**config.mk**
```make
export PLATFORM = sky130hd
export DESIGN_NAME = three_key_debounce_autorepeat_top_flat
export DESIGN_NICKNAME = d
export VERILOG_FILES = /design/src/tkd_pkg.sv /design/src/tkd_in_if.sv /design/src/tkd_out_if.sv /design/src/tkd_plain_key.sv /design/src/tkd_repeat_key.sv /design/src/three_key_debounce_autorepeat_top.sv /design/src/flat_wrapper.sv
export SDC_FILE = /design/constraint.sdc
export NUM_CORES = 1
export LEC_CHECK = 0
export ABC_AREA = 1
export CAP_MARGIN = 25
export CORE_ASPECT_RATIO = 0.8
export CORE_MARGIN = 4
export CORE_UTILIZATION = 60
export CTS_CLUSTER_DIAMETER = 30
export CTS_CLUSTER_SIZE = 10
export DETAILED_ROUTE_END_ITERATION = 7
export DONT_BUFFER_PORTS = 1
export PLACE_DENSITY = 0.74
export SLEW_MARGIN = 20
export SYNTH_ARGS = -nofsm -noshare
export SYNTH_HDL_FRONTEND = slang
export SYNTH_SLANG_ARGS = --single-unit
```
**constraint.sdc**
```tcl
create_clock -name i_clk -period 8 [get_ports i_clk]
set_clock_uncertainty 0.15 [all_clocks]
set_input_delay 0.4 -clock i_clk [delete_from_list [all_inputs] [get_ports i_clk]]
set_output_delay 0.4 -clock i_clk [all_outputs]
set_load 0.01 [all_outputs]
```
**src/tkd_pkg.sv**
```systemverilog
`default_nettype none
// ----------------------------------------------------------------------------
// tkd_pkg
// Shared types and constants for the three-key debounce / auto-repeat block.
// ----------------------------------------------------------------------------
package tkd_pkg;

    // key codes
    localparam logic [1:0] KEY_NONE  = 2'd0;
    localparam logic [1:0] KEY_ONE   = 2'd1;
    localparam logic [1:0] KEY_TWO   = 2'd2;
    localparam logic [1:0] KEY_THREE = 2'd3;

    // step sizes
    localparam logic [3:0] STEP_ONE  = 4'd1;
    localparam logic [3:0] STEP_FIVE = 4'd5;
    localparam logic [3:0] STEP_TEN  = 4'd10;

    // configuration register indexes
    localparam logic [1:0] CFG_MODE   = 2'd0;
    localparam logic [1:0] CFG_BOUNCE = 2'd1;
    localparam logic [1:0] CFG_FIRST  = 2'd2;
    localparam logic [1:0] CFG_SECOND = 2'd3;

    // configuration reset values
    localparam logic       MODE_RESET   = 1'b0;
    localparam logic [7:0] BOUNCE_RESET = 8'd20;
    localparam logic [7:0] FIRST_RESET  = 8'd10;
    localparam logic [7:0] SECOND_RESET = 8'd10;

    typedef struct packed {
        logic key_one_level;
        logic key_two_level;
        logic key_three_level;
        logic clear_pending;
    } t_in_item;

    typedef struct packed {
        logic       press_pending;
        logic [1:0] key_code;
        logic [3:0] step_size;
        logic       new_press;
    } t_out_item;

    // press status shared along the key chain
    typedef struct packed {
        logic       pending;
        logic [1:0] latched;
        logic [3:0] step;
    } t_flags;

endpackage
`default_nettype wire

```
**src/tkd_in_if.sv**
```systemverilog
`default_nettype none
// ----------------------------------------------------------------------------
// tkd_in_if
// Valid/ready channel carrying one tick of key pins and acknowledge.
// ----------------------------------------------------------------------------
interface tkd_in_if;
    logic               valid;
    logic               ready;
    tkd_pkg::t_in_item  item;

    modport source (output valid, output item, input ready);
    modport sink   (input valid, input item, output ready);
endinterface
`default_nettype wire

```
**src/tkd_out_if.sv**
```systemverilog
`default_nettype none
// ----------------------------------------------------------------------------
// tkd_out_if
// Valid/ready channel carrying one result per tick.
// ----------------------------------------------------------------------------
interface tkd_out_if;
    logic               valid;
    logic               ready;
    tkd_pkg::t_out_item item;

    modport source (output valid, output item, input ready);
    modport sink   (input valid, input item, output ready);
endinterface
`default_nettype wire

```
**src/tkd_plain_key.sv**
```systemverilog
`default_nettype none
// ----------------------------------------------------------------------------
// tkd_plain_key
// Normal-mode key rule: debounced release, then debounced press, blocked
// while a press is pending.
// ----------------------------------------------------------------------------
module tkd_plain_key #(
    parameter int         COUNT_WIDTH = 8,
    parameter logic [1:0] KEY_CODE    = 2'd1
) (
    input  logic                   i_pin,
    input  logic [COUNT_WIDTH-1:0] i_count,
    input  logic [COUNT_WIDTH-1:0] i_reload,
    input  logic                   i_released,
    input  tkd_pkg::t_flags        i_flags,
    output logic [COUNT_WIDTH-1:0] o_count,
    output logic                   o_released,
    output tkd_pkg::t_flags        o_flags,
    output logic                   o_fire
);
    import tkd_pkg::*;

    logic [COUNT_WIDTH-1:0] dec_count;

    assign dec_count = i_count - COUNT_WIDTH'(1);

    always_comb begin
        o_count    = i_count;
        o_released = i_released;
        o_flags    = i_flags;
        o_fire     = 1'b0;
        if (!i_flags.pending) begin
            if (!i_pin) begin
                if (i_released) begin
                    if (dec_count == '0) begin
                        o_flags.pending = 1'b1;
                        o_flags.latched = KEY_CODE;
                        o_released      = 1'b0;
                        o_count         = i_reload;
                        o_fire          = 1'b1;
                    end else begin
                        o_count = dec_count;
                    end
                end
            end else begin
                if (dec_count == '0) begin
                    o_count    = i_reload;
                    o_released = 1'b1;
                end else begin
                    o_count = dec_count;
                end
            end
        end
    end

endmodule
`default_nettype wire

```
**src/tkd_repeat_key.sv**
```systemverilog
`default_nettype none
// ----------------------------------------------------------------------------
// tkd_repeat_key
// Continuous-mode key rule: repeat while held and advance the shared
// nested repeat counters that set the step size.
// ----------------------------------------------------------------------------
module tkd_repeat_key #(
    parameter int         COUNT_WIDTH = 8,
    parameter logic [1:0] KEY_CODE    = 2'd1
) (
    input  logic                   i_pin,
    input  logic [COUNT_WIDTH-1:0] i_count,
    input  logic [COUNT_WIDTH-1:0] i_reload,
    input  logic [COUNT_WIDTH-1:0] i_first_reload,
    input  logic [COUNT_WIDTH-1:0] i_second_reload,
    input  logic [COUNT_WIDTH-1:0] i_inner,
    input  logic [COUNT_WIDTH-1:0] i_outer,
    input  logic                   i_released,
    input  logic                   i_held_self,
    input  logic                   i_held_other,
    input  tkd_pkg::t_flags        i_flags,
    output logic [COUNT_WIDTH-1:0] o_count,
    output logic [COUNT_WIDTH-1:0] o_inner,
    output logic [COUNT_WIDTH-1:0] o_outer,
    output logic                   o_released,
    output logic                   o_held_self,
    output tkd_pkg::t_flags        o_flags,
    output logic                   o_fire
);
    import tkd_pkg::*;

    logic [COUNT_WIDTH-1:0] dec_count;
    logic [COUNT_WIDTH-1:0] dec_inner;
    logic [COUNT_WIDTH-1:0] dec_outer;
    logic [3:0]             step_mid;

    assign dec_count = i_count - COUNT_WIDTH'(1);
    assign dec_inner = i_inner - COUNT_WIDTH'(1);
    assign dec_outer = i_outer - COUNT_WIDTH'(1);
    // the rise to five is seen by the rise to ten in the same repeat
    assign step_mid  = (i_flags.step == STEP_ONE) ? STEP_FIVE : i_flags.step;

    always_comb begin
        o_count     = i_count;
        o_inner     = i_inner;
        o_outer     = i_outer;
        o_released  = i_released;
        o_held_self = i_held_self;
        o_flags     = i_flags;
        o_fire      = 1'b0;
        if (!i_pin) begin
            if (dec_count == '0) begin
                o_flags.pending = 1'b1;
                o_flags.latched = KEY_CODE;
                o_released      = 1'b1;
                o_held_self     = 1'b1;
                o_count         = i_reload;
                o_fire          = 1'b1;
                if (dec_inner == '0) begin
                    o_inner      = i_first_reload;
                    o_flags.step = step_mid;
                    if (dec_outer == '0) begin
                        o_outer = i_second_reload;
                        if (step_mid == STEP_FIVE) begin
                            o_flags.step = STEP_TEN;
                        end
                    end else begin
                        o_outer = dec_outer;
                    end
                end else begin
                    o_inner = dec_inner;
                end
            end else begin
                o_count = dec_count;
            end
        end else begin
            o_held_self = 1'b0;
            o_count     = i_reload;
            // drop back to single steps once both keys are up
            if (!i_held_other) begin
                o_flags.step = STEP_ONE;
                o_inner      = i_first_reload;
                o_outer      = i_second_reload;
            end
        end
    end

endmodule
`default_nettype wire

```
**src/three_key_debounce_autorepeat_top.sv**
```systemverilog
`default_nettype none
// ----------------------------------------------------------------------------
// three_key_debounce_autorepeat_top
// Three-key debouncer with auto-repeat and step acceleration.
// ----------------------------------------------------------------------------
// Takes one tick per clock cycle and returns one result per tick. All three
// key updates run through combinational logic from the state registers
// into the result register, so a new request is taken every cycle while the
// result register is empty or being drained; a result not taken holds the
// input side until it is. Counters are COUNT_WIDTH bits wide and wrap, so
// a reload of zero means 2^COUNT_WIDTH ticks. Configuration must be written
// through the plain write port while no tick is in flight (unchecked by the
// block); a new reload value takes effect at the next reload of a counter.
module three_key_debounce_autorepeat_top #(
    parameter int COUNT_WIDTH = 8
) (
    input  wire logic        i_clk,
    input  wire logic        i_rst_n,
    tkd_in_if.sink           in_ch,
    tkd_out_if.source        out_ch,
    input  wire logic        i_cfg_we,
    input  wire logic [1:0]  i_cfg_index,
    input  wire logic [7:0]  i_cfg_wdata
);
    import tkd_pkg::*;

    localparam logic [COUNT_WIDTH-1:0] BOUNCE_INIT = COUNT_WIDTH'(BOUNCE_RESET);
    localparam logic [COUNT_WIDTH-1:0] FIRST_INIT  = COUNT_WIDTH'(FIRST_RESET);
    localparam logic [COUNT_WIDTH-1:0] SECOND_INIT = COUNT_WIDTH'(SECOND_RESET);

    // configuration
    logic       r_mode;
    logic [7:0] r_bounce;
    logic [7:0] r_first;
    logic [7:0] r_second;

    // key state
    logic [COUNT_WIDTH-1:0] r_count [3];
    logic [2:0]             r_released;
    logic [1:0]             r_held;
    logic [COUNT_WIDTH-1:0] r_inner;
    logic [COUNT_WIDTH-1:0] r_outer;
    t_flags                 r_flags;

    // result register
    logic      r_out_valid;
    t_out_item r_out_item;

    logic accept;
    logic [COUNT_WIDTH-1:0] bounce_ld;
    logic [COUNT_WIDTH-1:0] first_ld;
    logic [COUNT_WIDTH-1:0] second_ld;
    t_flags flags_clr;

    // key one
    logic [COUNT_WIDTH-1:0] p1_count, q1_count, q1_inner, q1_outer;
    logic                   p1_rel, q1_rel, q1_held, p1_fire, q1_fire;
    t_flags                 p1_flags, q1_flags;
    logic [COUNT_WIDTH-1:0] m1_count, m1_inner, m1_outer;
    logic                   m1_rel, m1_held, m1_fire;
    t_flags                 m1_flags;

    // key two
    logic [COUNT_WIDTH-1:0] p2_count, q2_count, q2_inner, q2_outer;
    logic                   p2_rel, q2_rel, q2_held, p2_fire, q2_fire;
    t_flags                 p2_flags, q2_flags;
    logic [COUNT_WIDTH-1:0] m2_count, m2_inner, m2_outer;
    logic                   m2_rel, m2_held, m2_fire;
    t_flags                 m2_flags;

    // key three
    logic [COUNT_WIDTH-1:0] n_count3;
    logic                   n_rel3, fire3;
    t_flags                 n_flags;

    assign bounce_ld = COUNT_WIDTH'(r_bounce);
    assign first_ld  = COUNT_WIDTH'(r_first);
    assign second_ld = COUNT_WIDTH'(r_second);

    assign in_ch.ready = !r_out_valid || out_ch.ready;
    assign accept      = in_ch.valid && in_ch.ready;

    always_comb begin
        flags_clr = r_flags;
        if (in_ch.item.clear_pending) begin
            flags_clr.pending = 1'b0;
        end
    end

    tkd_plain_key #(.COUNT_WIDTH(COUNT_WIDTH), .KEY_CODE(KEY_ONE)) u_plain1 (
        .i_pin      (in_ch.item.key_one_level),
        .i_count    (r_count[0]),
        .i_reload   (bounce_ld),
        .i_released (r_released[0]),
        .i_flags    (flags_clr),
        .o_count    (p1_count),
        .o_released (p1_rel),
        .o_flags    (p1_flags),
        .o_fire     (p1_fire)
    );

    tkd_repeat_key #(.COUNT_WIDTH(COUNT_WIDTH), .KEY_CODE(KEY_ONE)) u_repeat1 (
        .i_pin           (in_ch.item.key_one_level),
        .i_count         (r_count[0]),
        .i_reload        (bounce_ld),
        .i_first_reload  (first_ld),
        .i_second_reload (second_ld),
        .i_inner         (r_inner),
        .i_outer         (r_outer),
        .i_released      (r_released[0]),
        .i_held_self     (r_held[0]),
        .i_held_other    (r_held[1]),
        .i_flags         (flags_clr),
        .o_count         (q1_count),
        .o_inner         (q1_inner),
        .o_outer         (q1_outer),
        .o_released      (q1_rel),
        .o_held_self     (q1_held),
        .o_flags         (q1_flags),
        .o_fire          (q1_fire)
    );

    always_comb begin
        if (r_mode) begin
            m1_count = q1_count;
            m1_inner = q1_inner;
            m1_outer = q1_outer;
            m1_rel   = q1_rel;
            m1_held  = q1_held;
            m1_flags = q1_flags;
            m1_fire  = q1_fire;
        end else begin
            m1_count = p1_count;
            m1_inner = r_inner;
            m1_outer = r_outer;
            m1_rel   = p1_rel;
            m1_held  = r_held[0];
            m1_flags = p1_flags;
            m1_fire  = p1_fire;
        end
    end

    tkd_plain_key #(.COUNT_WIDTH(COUNT_WIDTH), .KEY_CODE(KEY_TWO)) u_plain2 (
        .i_pin      (in_ch.item.key_two_level),
        .i_count    (r_count[1]),
        .i_reload   (bounce_ld),
        .i_released (r_released[1]),
        .i_flags    (m1_flags),
        .o_count    (p2_count),
        .o_released (p2_rel),
        .o_flags    (p2_flags),
        .o_fire     (p2_fire)
    );

    tkd_repeat_key #(.COUNT_WIDTH(COUNT_WIDTH), .KEY_CODE(KEY_TWO)) u_repeat2 (
        .i_pin           (in_ch.item.key_two_level),
        .i_count         (r_count[1]),
        .i_reload        (bounce_ld),
        .i_first_reload  (first_ld),
        .i_second_reload (second_ld),
        .i_inner         (m1_inner),
        .i_outer         (m1_outer),
        .i_released      (r_released[1]),
        .i_held_self     (r_held[1]),
        .i_held_other    (m1_held),
        .i_flags         (m1_flags),
        .o_count         (q2_count),
        .o_inner         (q2_inner),
        .o_outer         (q2_outer),
        .o_released      (q2_rel),
        .o_held_self     (q2_held),
        .o_flags         (q2_flags),
        .o_fire          (q2_fire)
    );

    always_comb begin
        if (r_mode) begin
            m2_count = q2_count;
            m2_inner = q2_inner;
            m2_outer = q2_outer;
            m2_rel   = q2_rel;
            m2_held  = q2_held;
            m2_flags = q2_flags;
            m2_fire  = q2_fire;
        end else begin
            m2_count = p2_count;
            m2_inner = m1_inner;
            m2_outer = m1_outer;
            m2_rel   = p2_rel;
            m2_held  = r_held[1];
            m2_flags = p2_flags;
            m2_fire  = p2_fire;
        end
    end

    // key three follows the normal rule in both modes
    tkd_plain_key #(.COUNT_WIDTH(COUNT_WIDTH), .KEY_CODE(KEY_THREE)) u_plain3 (
        .i_pin      (in_ch.item.key_three_level),
        .i_count    (r_count[2]),
        .i_reload   (bounce_ld),
        .i_released (r_released[2]),
        .i_flags    (m2_flags),
        .o_count    (n_count3),
        .o_released (n_rel3),
        .o_flags    (n_flags),
        .o_fire     (fire3)
    );

    always_ff @(posedge i_clk) begin
        if (!i_rst_n) begin
            r_mode      <= MODE_RESET;
            r_bounce    <= BOUNCE_RESET;
            r_first     <= FIRST_RESET;
            r_second    <= SECOND_RESET;
            r_count[0]  <= BOUNCE_INIT;
            r_count[1]  <= BOUNCE_INIT;
            r_count[2]  <= BOUNCE_INIT;
            r_released  <= '0;
            r_held      <= '0;
            r_inner     <= FIRST_INIT;
            r_outer     <= SECOND_INIT;
            r_flags     <= '{pending: 1'b0, latched: KEY_NONE, step: STEP_ONE};
            r_out_valid <= 1'b0;
        end else begin
            if (i_cfg_we) begin
                unique case (i_cfg_index)
                    CFG_MODE:   r_mode   <= i_cfg_wdata[0];
                    CFG_BOUNCE: r_bounce <= i_cfg_wdata;
                    CFG_FIRST:  r_first  <= i_cfg_wdata;
                    CFG_SECOND: r_second <= i_cfg_wdata;
                    default:    ;
                endcase
            end
            if (accept) begin
                r_count[0] <= m1_count;
                r_count[1] <= m2_count;
                r_count[2] <= n_count3;
                r_released <= {n_rel3, m2_rel, m1_rel};
                r_held     <= {m2_held, m1_held};
                r_inner    <= m2_inner;
                r_outer    <= m2_outer;
                r_flags    <= n_flags;
            end
            if (accept) begin
                r_out_valid <= 1'b1;
            end else if (out_ch.ready) begin
                r_out_valid <= 1'b0;
            end
        end
    end

    always_ff @(posedge i_clk) begin
        if (accept) begin
            r_out_item.press_pending <= n_flags.pending;
            r_out_item.key_code      <= n_flags.latched;
            r_out_item.step_size     <= n_flags.step;
            r_out_item.new_press     <= m1_fire || m2_fire || fire3;
        end
    end

    assign out_ch.valid = r_out_valid;
    assign out_ch.item  = r_out_item;

    a_step_legal: assert property (@(posedge i_clk) disable iff (!i_rst_n)
        (r_flags.step == STEP_ONE) || (r_flags.step == STEP_FIVE) ||
        (r_flags.step == STEP_TEN))
        else $error("step size left the set one, five, ten");

    a_pending_has_key: assert property (@(posedge i_clk) disable iff (!i_rst_n)
        r_flags.pending |-> (r_flags.latched != KEY_NONE))
        else $error("pending press without a latched key");

    a_new_implies_pending: assert property (@(posedge i_clk) disable iff (!i_rst_n)
        (r_out_valid && r_out_item.new_press) |-> r_out_item.press_pending)
        else $error("new press reported without pending press");

    a_normal_step_hold: assert property (@(posedge i_clk) disable iff (!i_rst_n)
        (accept && !r_mode && !i_cfg_we) |=> $stable(r_flags.step))
        else $error("step size changed in normal mode");

    a_accept_fills: assert property (@(posedge i_clk) disable iff (!i_rst_n)
        accept |=> r_out_valid)
        else $error("accepted request produced no result");

endmodule
`default_nettype wire
```
**src/flat_wrapper.sv**
```systemverilog
// flat-port wrapper written by rule: the top's interface ports become plain ports
module three_key_debounce_autorepeat_top_flat import tkd_pkg::*;
#(
    parameter int COUNT_WIDTH = 8
)
  (i_clk, i_rst_n, i_cfg_we, i_cfg_index, i_cfg_wdata, in_ch_valid, in_ch_item, in_ch_ready, out_ch_valid, out_ch_item, out_ch_ready);
  tkd_in_if in_ch_i ();
  tkd_out_if out_ch_i ();
  input  wire logic i_clk;
  input  wire logic i_rst_n;
  input  wire logic i_cfg_we;
  input  wire logic [1:0] i_cfg_index;
  input  wire logic [7:0] i_cfg_wdata;
  input wire logic [$bits(in_ch_i.valid)-1:0] in_ch_valid;
  input wire logic [$bits(in_ch_i.item)-1:0] in_ch_item;
  output wire logic [$bits(in_ch_i.ready)-1:0] in_ch_ready;
  output wire logic [$bits(out_ch_i.valid)-1:0] out_ch_valid;
  output wire logic [$bits(out_ch_i.item)-1:0] out_ch_item;
  input wire logic [$bits(out_ch_i.ready)-1:0] out_ch_ready;
  assign in_ch_i.valid = in_ch_valid;
  assign in_ch_i.item = in_ch_item;
  assign in_ch_ready = in_ch_i.ready;
  assign out_ch_valid = out_ch_i.valid;
  assign out_ch_item = out_ch_i.item;
  assign out_ch_i.ready = out_ch_ready;
  three_key_debounce_autorepeat_top #(.COUNT_WIDTH(COUNT_WIDTH)) u_core (.i_clk(i_clk), .i_rst_n(i_rst_n), .in_ch(in_ch_i), .out_ch(out_ch_i), .i_cfg_we(i_cfg_we), .i_cfg_index(i_cfg_index), .i_cfg_wdata(i_cfg_wdata));
endmodule
```
# Word level (Yosys, flattened, before mapping)
# Memories as Yosys holds them, arrays and structs flattened.
# Index checks and enable logic that the tools add are counted.
dict set report totals {
  regBits 62
  latch_bits 0
  mem_bits_rw 24
  romBits 0
  in_bits 19
  output_inout_bits 10
  n_memories 1
}
dict set report op_classes {
  add_sub_neg 7
  n_mul 0
  n_div 0
  magnitude_cmp 0
  eq_ne 12
  shifts 0
  mux 117
  bitwise_logic 4
  reduce_logical 23
}
# name depth word_bits rd rd_clocked_by_memory_dff wr line_no
set memory_table {}
lappend memory_table {u_core.r_count 3 8 3 0 3 three_key_debounce_autorepeat_top.sv:38} ;# logic [COUNT_WIDTH-1:0] r_count [3];
# op n
set op_table {}
lappend op_table {{two-way mux 8 bit} 41}
lappend op_table {{logical NOT 8 bit} 7}
lappend op_table {{subtractor 8 x 1 -> 8 bit, second input constant} 7}
lappend op_table {{two-way mux 4 bit} 12}
lappend op_table {{two-way mux 1 bit} 46}
lappend op_table {{two-way mux 3 bit} 14}
lappend op_table {{two-way mux 7 bit} 4}
lappend op_table {{AND reduction 3 bit} 4}
lappend op_table {{== test 4 x 1 -> 1 bit, second input constant} 2}
lappend op_table {{== test 4 x 3 -> 1 bit, second input constant} 2}
lappend op_table {{AND reduction 2 bit} 4}
lappend op_table {{!= test 2 x 1 -> 1 bit, second input constant} 3}
lappend op_table {{== test 2 bit, second input constant} 2}
lappend op_table {{!= test 2 bit, second input constant} 2}
lappend op_table {{nonzero test 2 bit} 2}
lappend op_table {{logical OR 1 bit} 3}
lappend op_table {{bitwise OR 1 bit} 3}
lappend op_table {{== test 2 x 1 -> 1 bit, second input constant} 1}
lappend op_table {{logical NOT 2 bit} 1}
lappend op_table {{logical AND 1 bit} 1}
lappend op_table {{logical NOT 1 bit} 1}
lappend op_table {{inverter 1 bit} 1}

# Logic depth before layout (Yosys ltp)
# Gate-level depths: netlist of the first run.
dict set report depth {
  depth_word 22
  ltp_mapped 31
  depth_no_buf 30
}

# Cells and area by module
# Synthesis of the first run repeated with hierarchy kept, for this count alone.
dict set report unflattened {
  cells_unflattened 1369
  area_unflattened_um2 8333.0
}
# module instances cells_per_inst area_each_um2 seq_area_each_um2
set by_module_without_submodules {}
lappend by_module_without_submodules {three_key_debounce_autorepeat_top 1 500 3824.9 2042.0}
lappend by_module_without_submodules {{tkd_repeat_key (u_core.u_repeat1)} 1 293 1497.7 0.0}
lappend by_module_without_submodules {{tkd_repeat_key (u_core.u_repeat2)} 1 297 1480.2 0.0}
lappend by_module_without_submodules {{tkd_plain_key (u_core.u_plain1 ...)} 2 93 509.2 0.0}
lappend by_module_without_submodules {{tkd_plain_key (u_core.u_plain3)} 1 93 511.7 0.0}

# Least setup slack after synthesis of the first run
# Ideal clock, no wire load.
dict set report synth_path {
  path_kind {flip-flop to flip-flop}
  start {mem u_core.r_count[0][0]}
  end {reg u_core.r_out_item, in the netlist u_core.out_ch.item[1] (data pin)}
  arrival_ps 3081
  setup_slack_ps 4518
  path_stages_with_launch 24
  n_path_buf 2
  period_less_slack_ps 3482
  path_cell_list {edfxtp_1 -> inv_1 -> ha_1 -> xnor2_1 -> nand3_2 -> nor2_4 -> nand2_2 -> nor2_4 -> buf_6 -> nand3_1 -> nand2_1 -> nand2_1 -> nand2_2 -> ha_1 -> nand3_2 -> o21ai_0 -> nand3_1 -> nor2_2 -> nand3_2 -> nor2_4 -> buf_6 -> nand4_2 -> nand2_1 -> inv_1}
}
# element line_no
set synth_rtl {}
lappend synth_rtl {{start: declaration} three_key_debounce_autorepeat_top.sv:38}
lappend synth_rtl {{end: declaration} three_key_debounce_autorepeat_top.sv:47} ;# t_out_item r_out_item;

# Worst setup path in the final report of the first run
dict set report layout_path {
  start {reg u_core.r_mode}
  end {reg u_core.r_outer[4]}
}
dict set report layout_via {
  elab_chain_cells 8
  word_cells_on_any_way 13
  classes_between {2 x add/sub; 9 x mux; 2 x reduce/logical}
}
# element line_no
set layout_lines {}
lappend layout_lines {{start: declaration} three_key_debounce_autorepeat_top.sv:32} ;# logic r_mode;
lappend layout_lines {{start signal: assignment} three_key_debounce_autorepeat_top.sv:227} ;# CFG_MODE: r_mode <= i_cfg_wdata[0];
lappend layout_lines {{two-way mux 8 bit} three_key_debounce_autorepeat_top.sv:124} ;# if (r_mode) begin
lappend layout_lines {{subtractor 8 x 1 -> 8 bit} tkd_repeat_key.sv:39} ;# assign dec_outer = i_outer - COUNT_WIDTH'(1);
lappend layout_lines {{logical NOT 8 bit} tkd_repeat_key.sv:62} ;# if (dec_outer == '0) begin
lappend layout_lines {{two-way mux 8 bit} tkd_repeat_key.sv:62}
lappend layout_lines {{two-way mux 8 bit} tkd_repeat_key.sv:59} ;# if (dec_inner == '0) begin
lappend layout_lines {{two-way mux 8 bit} tkd_repeat_key.sv:52} ;# if (dec_count == '0) begin
lappend layout_lines {{two-way mux 8 bit} tkd_repeat_key.sv:51} ;# if (!i_pin) begin
lappend layout_lines {{two-way mux 8 bit (*)} three_key_debounce_autorepeat_top.sv:177} ;# if (r_mode) begin
lappend layout_lines {{end signal: assignment} three_key_debounce_autorepeat_top.sv:241} ;# r_outer <= m2_outer;
lappend layout_lines {{end: declaration} three_key_debounce_autorepeat_top.sv:42} ;# logic [COUNT_WIDTH-1:0] r_outer;
# Mark *: on every way between the ends. The rest lies on a longest branch, timed or not.
# A chain may end at the register's enable or synchronous reset.

==> flow_metrics.py, run 1 <==
metrics = {
    "min_path": {
        "hp-start": "in_ch_item[2]",
        "hold_class": "input pin to register",
    },
    "clocking": {
        "cts-root-buf": "clkbuf_16",
        "clk_latency_ns": 0.35,
        "cts_tree": "done",
        "cts_buffers": 9,
        "path_clk_slew_ns": 0.07,
        "cts.sinks": 86,
        "htree_levels": 3,
        "clk_path_buf_depth": 2,
    },
    "worst_setup_path": {
        "critPathMaxStageDelay_ns": 0.78,
        "critPathMaxFanout": 17,
        "rr_startpoint": "u_core.r_mode$_SDFFE_PN0P_",
        "cpMostUsedCell": "inv_1",
        "worstSetupStartpointType": "register",
        "end_kind": "register",
        "required_ns": 8.09,
        "crit_start": "u_core.r_mode$_SDFFE_PN0P_",
        "critPathTopFamily": "simple AND/OR/NAND/NOR gates",
        "cp_data_arrival_time_ns": 4.46,
        "critical_path_class": "register to register",
        "worst-path-buf-inv": 5,
        "critPathSlowestCell": "dfxtp_1",
        "crit_path_cell_trace": "inv_1 -> buf_4 -> a21oi_1 -> o22ai_1 -> inv_1 -> nand2_2 -> inv_1 -> ha_1 -> nand3_2 -> o21ai_0 -> nand3_1 -> nor2_2 -> nand3_2 -> nor2_4 -> inv_2 -> nor2_1 -> o21ai_0 -> a21oi_1 -> nor2_1",
    },
    "placed_design": {
        "place_congestion": 0.961,
        "placed_cells": 1093,
        "place_hpwl_um": 14700,
        "postPlaceCellArea_um2": 6550,
        "port_buffers": 0,
    },
    "route": {
        "wl_met3_um": 2230,
        "viasPerCell": 6.05,
        "wl_per_cell_um": 17.7,
        "postRouteAntennaNets": 0,
        "num_vias": 6715,
        "first_iter_violations": 869,
        "drc": 0,
        "maxUsedRoutingLayer": "met4",
        "wl_met2_um": 8500,
        "drt-total-wl_um": 19600,
        "firstDrtPassIters": 6,
        "wl_met1_um": 8430,
    },
    "timing": {
        "tightest_slew_ns": 0.762,
        "drv_slew": 0,
        "finalSetupViolCount": 0,
        "slew_headroom_pct": 49.0,
        "finalSetupTns_ns": 0,
        "finalHoldViolCount": 0,
        "layout_min_cycle_time_ns": 4.37,
        "finalCritPeriodShare_pct": 54.6,
        "rsz0062_at_grt": "no",
        "max_freq_mhz": 229,
    },
    "pwr": {
        "power.leakage_nw": 2.98,
        "peakVddDrop_uv": 140,
        "p_per_area_nw_per_um2": 164,
    },
    "synthesis": {
        "synth_top_area_share_pct": 16.7,
        "synth_cell_types": 48,
        "synthTopCellsByArea": "dfxtp_1 17%, edfxtp_1 15%, nand2_1 14%, inv_1 7.6%, o21ai_0 6.5%",
        "syn_area_per_cell_um2": 6.64,
        "ys_seq_area_share_pct": 31.5,
        "synth_nets": 1011,
        "yosys.area.top_type": "dfxtp_1",
        "synth_seq_cells": 86,
        "ys.flop_type": "dfxtp_1",
        "async_flop_share_pct": 0,
        "netlist_area_um2": 6490,
        "ys_warn_count": 0,
        "synthCells": 978,
        "synth_edf_count": 32,
    },
    "floorplan": {
        "dieArea_um2": 12600,
        "rows": 33,
        "fp.dieH_um": 101,
        "start_util_pct": 62.4,
        "io_pins": 29,
        "die_x_um": 124,
        "core_um2": 10400,
    },
    "cells_and_area": {
        "final_cell_area_um2": 6900,
        "layout-drive-gt1-share_pct": 11.0,
        "syn_to_final_growth_pct": 6.36,
        "num_antenna_cells": 0,
        "finalNonFillerCells": 1110,
        "nets": 998,
        "final_common_cell": "nand2_1",
        "final.fill_count": 946,
        "final_cell_mix": "237 x nand2_1, 132 x inv_1, 84 x o21ai_0",
    },
    "outcome": {
        "status": "finished, final reports clean",
    },
    "flow_run": {
        "cap_viol_max_count": 0,
    },
    "grt": {
        "grtUsageTotal_pct": 31.5,
        "grt-ovfl-total": 0,
        "grt_max_degree": 42,
        "antenna_found_initial": 0,
        "grt_first_pass_wirelength_um": 31800,
        "grt_pass1_vias": 6180,
    },
}
kinds of logic after synthesis:
kind of cell               share of synthesized area, %
AOI/OAI and AO/OA                                  19.6
xor gates and xnor gates                           1.75
adders and majority gates                          2.70
DFF                                                31.5
buffers and inverters                              10.8
and+or+nand+nor                                    33.7
sequential cells by signal, summed over array words and instances (netlist names), named ones only:
signal,cells
u_core.r_held,2
u_core.r_inner,8
u_core.out_ch.item,8
u_core.r_outer,8
u_core.first_ld,8
u_core.bounce_ld,8
u_core.r_second,8
u_core.r_released,1
u_core.flags_clr,6
u_core.r_mode,1
u_core.r_flags,1
u_core.r_count,24
u_core.out_ch.valid,1
through the flow:
step / util, % / setup WS (ns) / hold slack, ns / total power, mW
floorplan: - / 4.52 / 0.276 / 0.626
global placement: 62.9 / 3.88 / 0.295 / 0.660
detailed placement: 63.0 / 3.78 / 0.295 / 0.665
CTS: 66.4 / 3.72 / 0.000616 / 1.13
global route: 66.4 / 3.33 / 0.00273 / 1.18
finish: 66.4 / 3.63 / 0.0120 / 1.14
path summary, 6_finish.rpt:
check             cells past startpoint                               end  slack (ns)
setup / recovery                     19    u_core.r_outer[4]$_SDFFE_PN0P_        3.63
hold / removal                        1     u_core.r_held[1]$_SDFFE_PN0P_        0.01
setup reg to reg                     19    u_core.r_outer[4]$_SDFFE_PN0P_        3.63
hold reg to reg                       2  u_core.flags_clr[2]$_SDFFE_PN0P_        0.31
worst reg2reg max path, stage by stage (launching register included):
cell	delay [ns]
dfxtp_1	0.78
inv_1	0.39
buf_4	0.31
a21oi_1	0.28
o22ai_1	0.12
inv_1	0.09
nand2_2	0.10
inv_1	0.09
ha_1	0.18
nand3_2	0.10
o21ai_0	0.23
nand3_1	0.12
nor2_2	0.13
nand3_2	0.27
nor2_4	0.35
inv_2	0.15
nor2_1	0.11
o21ai_0	0.10
a21oi_1	0.14
nor2_1	0.05
cell type report:
class,instances,area [µm²],share of cell area (%)
timing repair buffer,7,50.0,0.725
multi-input combinational,715,3750,54.3
inverter,146,548,7.94
clock inverter,5,67.6,0.979
tap,140,175,2.54
sequential,86,2040,29.6
clock buffer,11,275,3.99
synth_stat cells, types with 6 or more instances:
cell and number:
nand2_1 237, inv_1 132, o21ai_0 84, nor2_1 79, a21oi_1 74, dfxtp_1 54, nand3_1 53, edfxtp_1 32
nand2_2 25, clkbuf_1 22, nor2_2 17, nand4_1 16, ha_1 14, nor2_4 13, nor3_1 13, inv_2 11
o211ai_1 10, o221ai_1 9, a22oi_1 7, nand3_2 7, o22ai_1 7, xnor2_1 7, xor2_1 6
layer usage:
metal	up-vias	global-route usage [%]
met4	0	10.4
met3	47	6.83
met2	414	49.9
met1	3048	43.1
met5	-	0
li1	3206	-
where the power goes:
group | internal (mW) | switching (mW) | total [mW]
Combinational | 0.0497 | 0.112 | 0.161
Sequential | 0.477 | 0.0235 | 0.500
Clock | 0.285 | 0.189 | 0.474
Total | 0.812 | 0.324 | 1.14
repair_timing:
action,in CTS,in global routing
resized for setup,0,0
setup buffers,0,0
hold buffers,1,0
hold endpoints to repair,2,0
No activity file was read; power rests on OpenSTA's default activity.
==> run 2, diff against run 1 <==
--- a/config.mk
+++ b/config.mk
@@ -9,12 +9,12 @@
 export CAP_MARGIN = 25
 export CORE_ASPECT_RATIO = 0.8
 export CORE_MARGIN = 4
-export CORE_UTILIZATION = 60
+export CORE_UTILIZATION = 59
 export CTS_CLUSTER_DIAMETER = 30
 export CTS_CLUSTER_SIZE = 10
 export DETAILED_ROUTE_END_ITERATION = 7
 export DONT_BUFFER_PORTS = 1
-export PLACE_DENSITY = 0.74
+export PLACE_DENSITY = 0.76
 export SLEW_MARGIN = 20
 export SYNTH_ARGS = -nofsm -noshare
 export SYNTH_HDL_FRONTEND = slang
==> constraint.sdc (replaced) <==
create_clock -name i_clk -period 3.7 [get_ports i_clk]
set_clock_uncertainty 0.15 [all_clocks]
set_input_delay 0.185 -clock i_clk [delete_from_list [all_inputs] [get_ports i_clk]]
set_output_delay 0.185 -clock i_clk [all_outputs]
set_load 0.01 [all_outputs]
==> run 2 against run 1 <==
  * Fmax up 19%
  * Worst hold slack improved by 0.010 ns
  * Die area grew 1.6%
  * Flip-flop and latch count unchanged
  * Via count is 8.0% higher
==> flow_metrics.py, run 2 (synthesis results as in run 1) <==
metrics = {
    "cells_and_area": {
        "layout-drive-gt1-share_pct": 20.1,
        "final_common_cell": "nand2_1",
        "final_cell_mix": "217 x nand2_1, 125 x inv_1, 83 x o21ai_0",
        "largest_reg_flops": 24,
        "multi_input_area_um2": 3990,
        "nets": 1082,
        "regArea_um2": 2040,
        "final.fill_count": 819,
        "largest-register": "u_core.r_count",
        "syn_to_final_growth_pct": 21.2,
    },
    "pwr": {
        "peakVddDrop_uv": 301,
        "power.leakage_nw": 3.36,
        "p_per_area_nw_per_um2": 314,
        "p_total_mw": 2.47,
    },
    "placed_design": {
        "pre_cts_slack_ns": 0.0388,
        "place_hpwl_um": 14500,
        "port_buffers": 0,
        "place_congestion": 0.984,
    },
    "grt": {
        "grt_first_pass_wirelength_um": 32500,
        "grt_pass1_vias": 6192,
        "grt-ovfl-total": 0,
        "grtUsageTotal_pct": 32.0,
        "antenna_found_initial": 1,
        "grt_max_degree": 39,
    },
    "min_path": {
        "hp-start": "in_ch_item[2]",
        "hold_class": "input pin to register",
        "holdPathEnd": "u_core.flags_clr[2]$_SDFFE_PN0P_",
        "hold_depth": 5,
    },
    "worst_setup_path": {
        "reg2regPathDepth": 23,
        "critPathSlowestCell": "dfxtp_2",
        "critPathMaxFanout": 6,
        "end_kind": "register",
        "worst-path-buf-inv": 4,
        "cp_data_arrival_time_ns": 3.62,
        "critical_path_class": "register to register",
        "rr_startpoint": "u_core.r_inner[1]$_SDFFE_PN1P_",
        "rrSetupSlack_ns": 0.04,
        "required_ns": 3.66,
        "cpMostUsedCell": "nand2_2",
        "critPathTopFamily": "simple AND/OR/NAND/NOR gates",
        "worstSetupStartpointType": "register",
        "crit_path_cell_trace": "buf_4 -> nor2_4 -> nand2_2 -> nor2_2 -> nor2_1 -> nor2_2 -> nand2_2 -> nor2_4 -> buf_12 -> nand2_4 -> buf_12 -> nand2_2 -> nand2_2 -> o21bai_1 -> nand2_2 -> nand2_1 -> o21ai_0 -> nand2_2 -> nand3_2 -> nor3_4 -> nand4_4 -> nand2_2 -> inv_1",
        "r2r-end": "u_core.out_ch.item[1]$_DFFE_PP_",
        "critPathMaxStageDelay_ns": 0.33,
    },
    "clocking": {
        "cts_buffers": 9,
        "htree_levels": 3,
        "cts-root-buf": "clkbuf_16",
        "cts_tree": "done",
        "clk_latency_ns": 0.35,
        "path_clk_slew_ns": 0.07,
        "cts.sinks": 86,
        "clk_path_buf_depth": 2,
    },
    "route": {
        "first_iter_violations": 1089,
        "firstDrtPassIters": 5,
        "viasPerCell": 6.07,
        "drc": 0,
        "wl_met1_um": 8910,
        "maxUsedRoutingLayer": "met4",
        "postRouteAntennaNets": 0,
        "wl_met2_um": 9160,
        "wl_met3_um": 2830,
        "num_vias": 7255,
        "wl_per_cell_um": 18.1,
        "drt-total-wl_um": 21600,
    },
    "floorplan": {
        "start_util_pct": 61.9,
        "rows": 33,
        "die_x_um": 125,
        "io_pins": 29,
        "core_um2": 10500,
        "fp.dieH_um": 102,
        "dieArea_um2": 12800,
    },
    "timing": {
        "layout_setup_ws_ns": 0.0428,
        "drv_slew": 0,
        "finalSetupViolCount": 0,
        "max_freq_mhz": 273,
        "tightest_slew_ns": 0.616,
        "rsz0062_at_grt": "yes",
        "finalCritPeriodShare_pct": 98.8,
        "finalHoldViolCount": 0,
        "layout_min_cycle_time_ns": 3.66,
        "slew_headroom_pct": 58.6,
    },
    "outcome": {
        "status": "finished, final reports clean",
    },
    "flow_run": {
        "cap_viol_max_count": 0,
    },
}
==> run 2: changes by cell type in the layout (fill, tap and decap cells not counted), moves of 4 or more <==
cell | before | now
nand2_2 | 25 | 42
inv_1 | 132 | 125
nand2_1 | 237 | 217
dlygate4sd3_1 | 1 | 25
ha_4 | 0 | 4
nor2_4 | 13 | 19
ha_1 | 14 | 10
nor2_1 | 79 | 73
nand3_1 | 53 | 49
inv_2 | 11 | 16
buf_4 | 4 | 58
==> run 2: stage by stage <==
step,setup TNS (ns),std cells,utilization (%),hold WS [ns],area [µm²]
after detailed placement,0,1119,64.4,0.115,6750
after global placement,0,1118,64.3,0.115,6740
after floorplan,0,978,-,0.161,6490
after global routing,-1.48,1194,75.0,0.0641,7870
after CTS,0,1161,69.7,0.0159,7310
final,0,1195,75.0,0.0222,7870
==> run 2: worst register-to-register path, stage by stage (launching register included) <==
cell	delay, ns
dfxtp_2	0.33
buf_4	0.15
nor2_4	0.13
nand2_2	0.10
nor2_2	0.12
nor2_1	0.05
nor2_2	0.21
nand2_2	0.12
nor2_4	0.17
buf_12	0.12
nand2_4	0.09
buf_12	0.16
nand2_2	0.06
nand2_2	0.04
o21bai_1	0.18
nand2_2	0.13
nand2_1	0.15
o21ai_0	0.16
nand2_2	0.16
nand3_2	0.11
nor3_4	0.24
nand4_4	0.14
nand2_2	0.12
inv_1	0.04
==> run 2: cell type report <==
type,instances,area share [%]
clock inverters,5,0.763
repair buffers,91,10.3
inverters,146,7.03
multi-input cells,715,50.7
diodes,1,0.0318
well taps,140,2.23
flip-flops and latches,86,26.0
clock buffers,11,2.96
==> run 2: worst max-delay path by stage <==
stage | start | end | slack, ns | cells past startpoint
after detailed placement | u_core.r_count[0][0]$_SDFFCE_PN0P_ | u_core.out_ch.item[1]$_DFFE_PP_ | 0.04 | 23
after global routing | u_core.r_inner[1]$_SDFFE_PN1P_ | u_core.r_outer[1]$_SDFFE_PN1P_ | -0.16 | 31
after global placement | u_core.r_count[0][0]$_SDFFCE_PN0P_ | u_core.out_ch.item[1]$_DFFE_PP_ | 0.12 | 23
final | u_core.r_inner[1]$_SDFFE_PN1P_ | u_core.out_ch.item[1]$_DFFE_PP_ | 0.04 | 23
after CTS | u_core.r_count[0][0]$_SDFFCE_PN0P_ | u_core.out_ch.item[1]$_DFFE_PP_ | 0.02 | 25
after floorplan | u_core.r_count[0][0]$_SDFFCE_PN0P_ | u_core.out_ch.item[1]$_DFFE_PP_ | 0.22 | 23
==> run 2: metal layers <==
metal / track usage (%) / up-vias
li1: - / 3382
met1: 45.7 / 3278
met2: 48.5 / 516
met3: 6.74 / 79
met4: 11.1 / 0
met5: 0 / -
==> run 2: timing repair <==
action,in CTS,in global routing
endpoints found under the hold margin,45,0
hold buffers,26,0
gates cloned,0,1
pin swaps,1,44
setup endpoints to repair,1,24
buffers inserted,0,32
gates resized for setup,0,77
==> run 2: power by group <==
part | switching, mW | leakage [nW] | internal, mW | total (mW)
combinational | 0.296 | 2.46 | 0.165 | 0.461
sequential | 0.0468 | 0.754 | 1.03 | 1.08
clock | 0.401 | 0.140 | 0.527 | 0.928
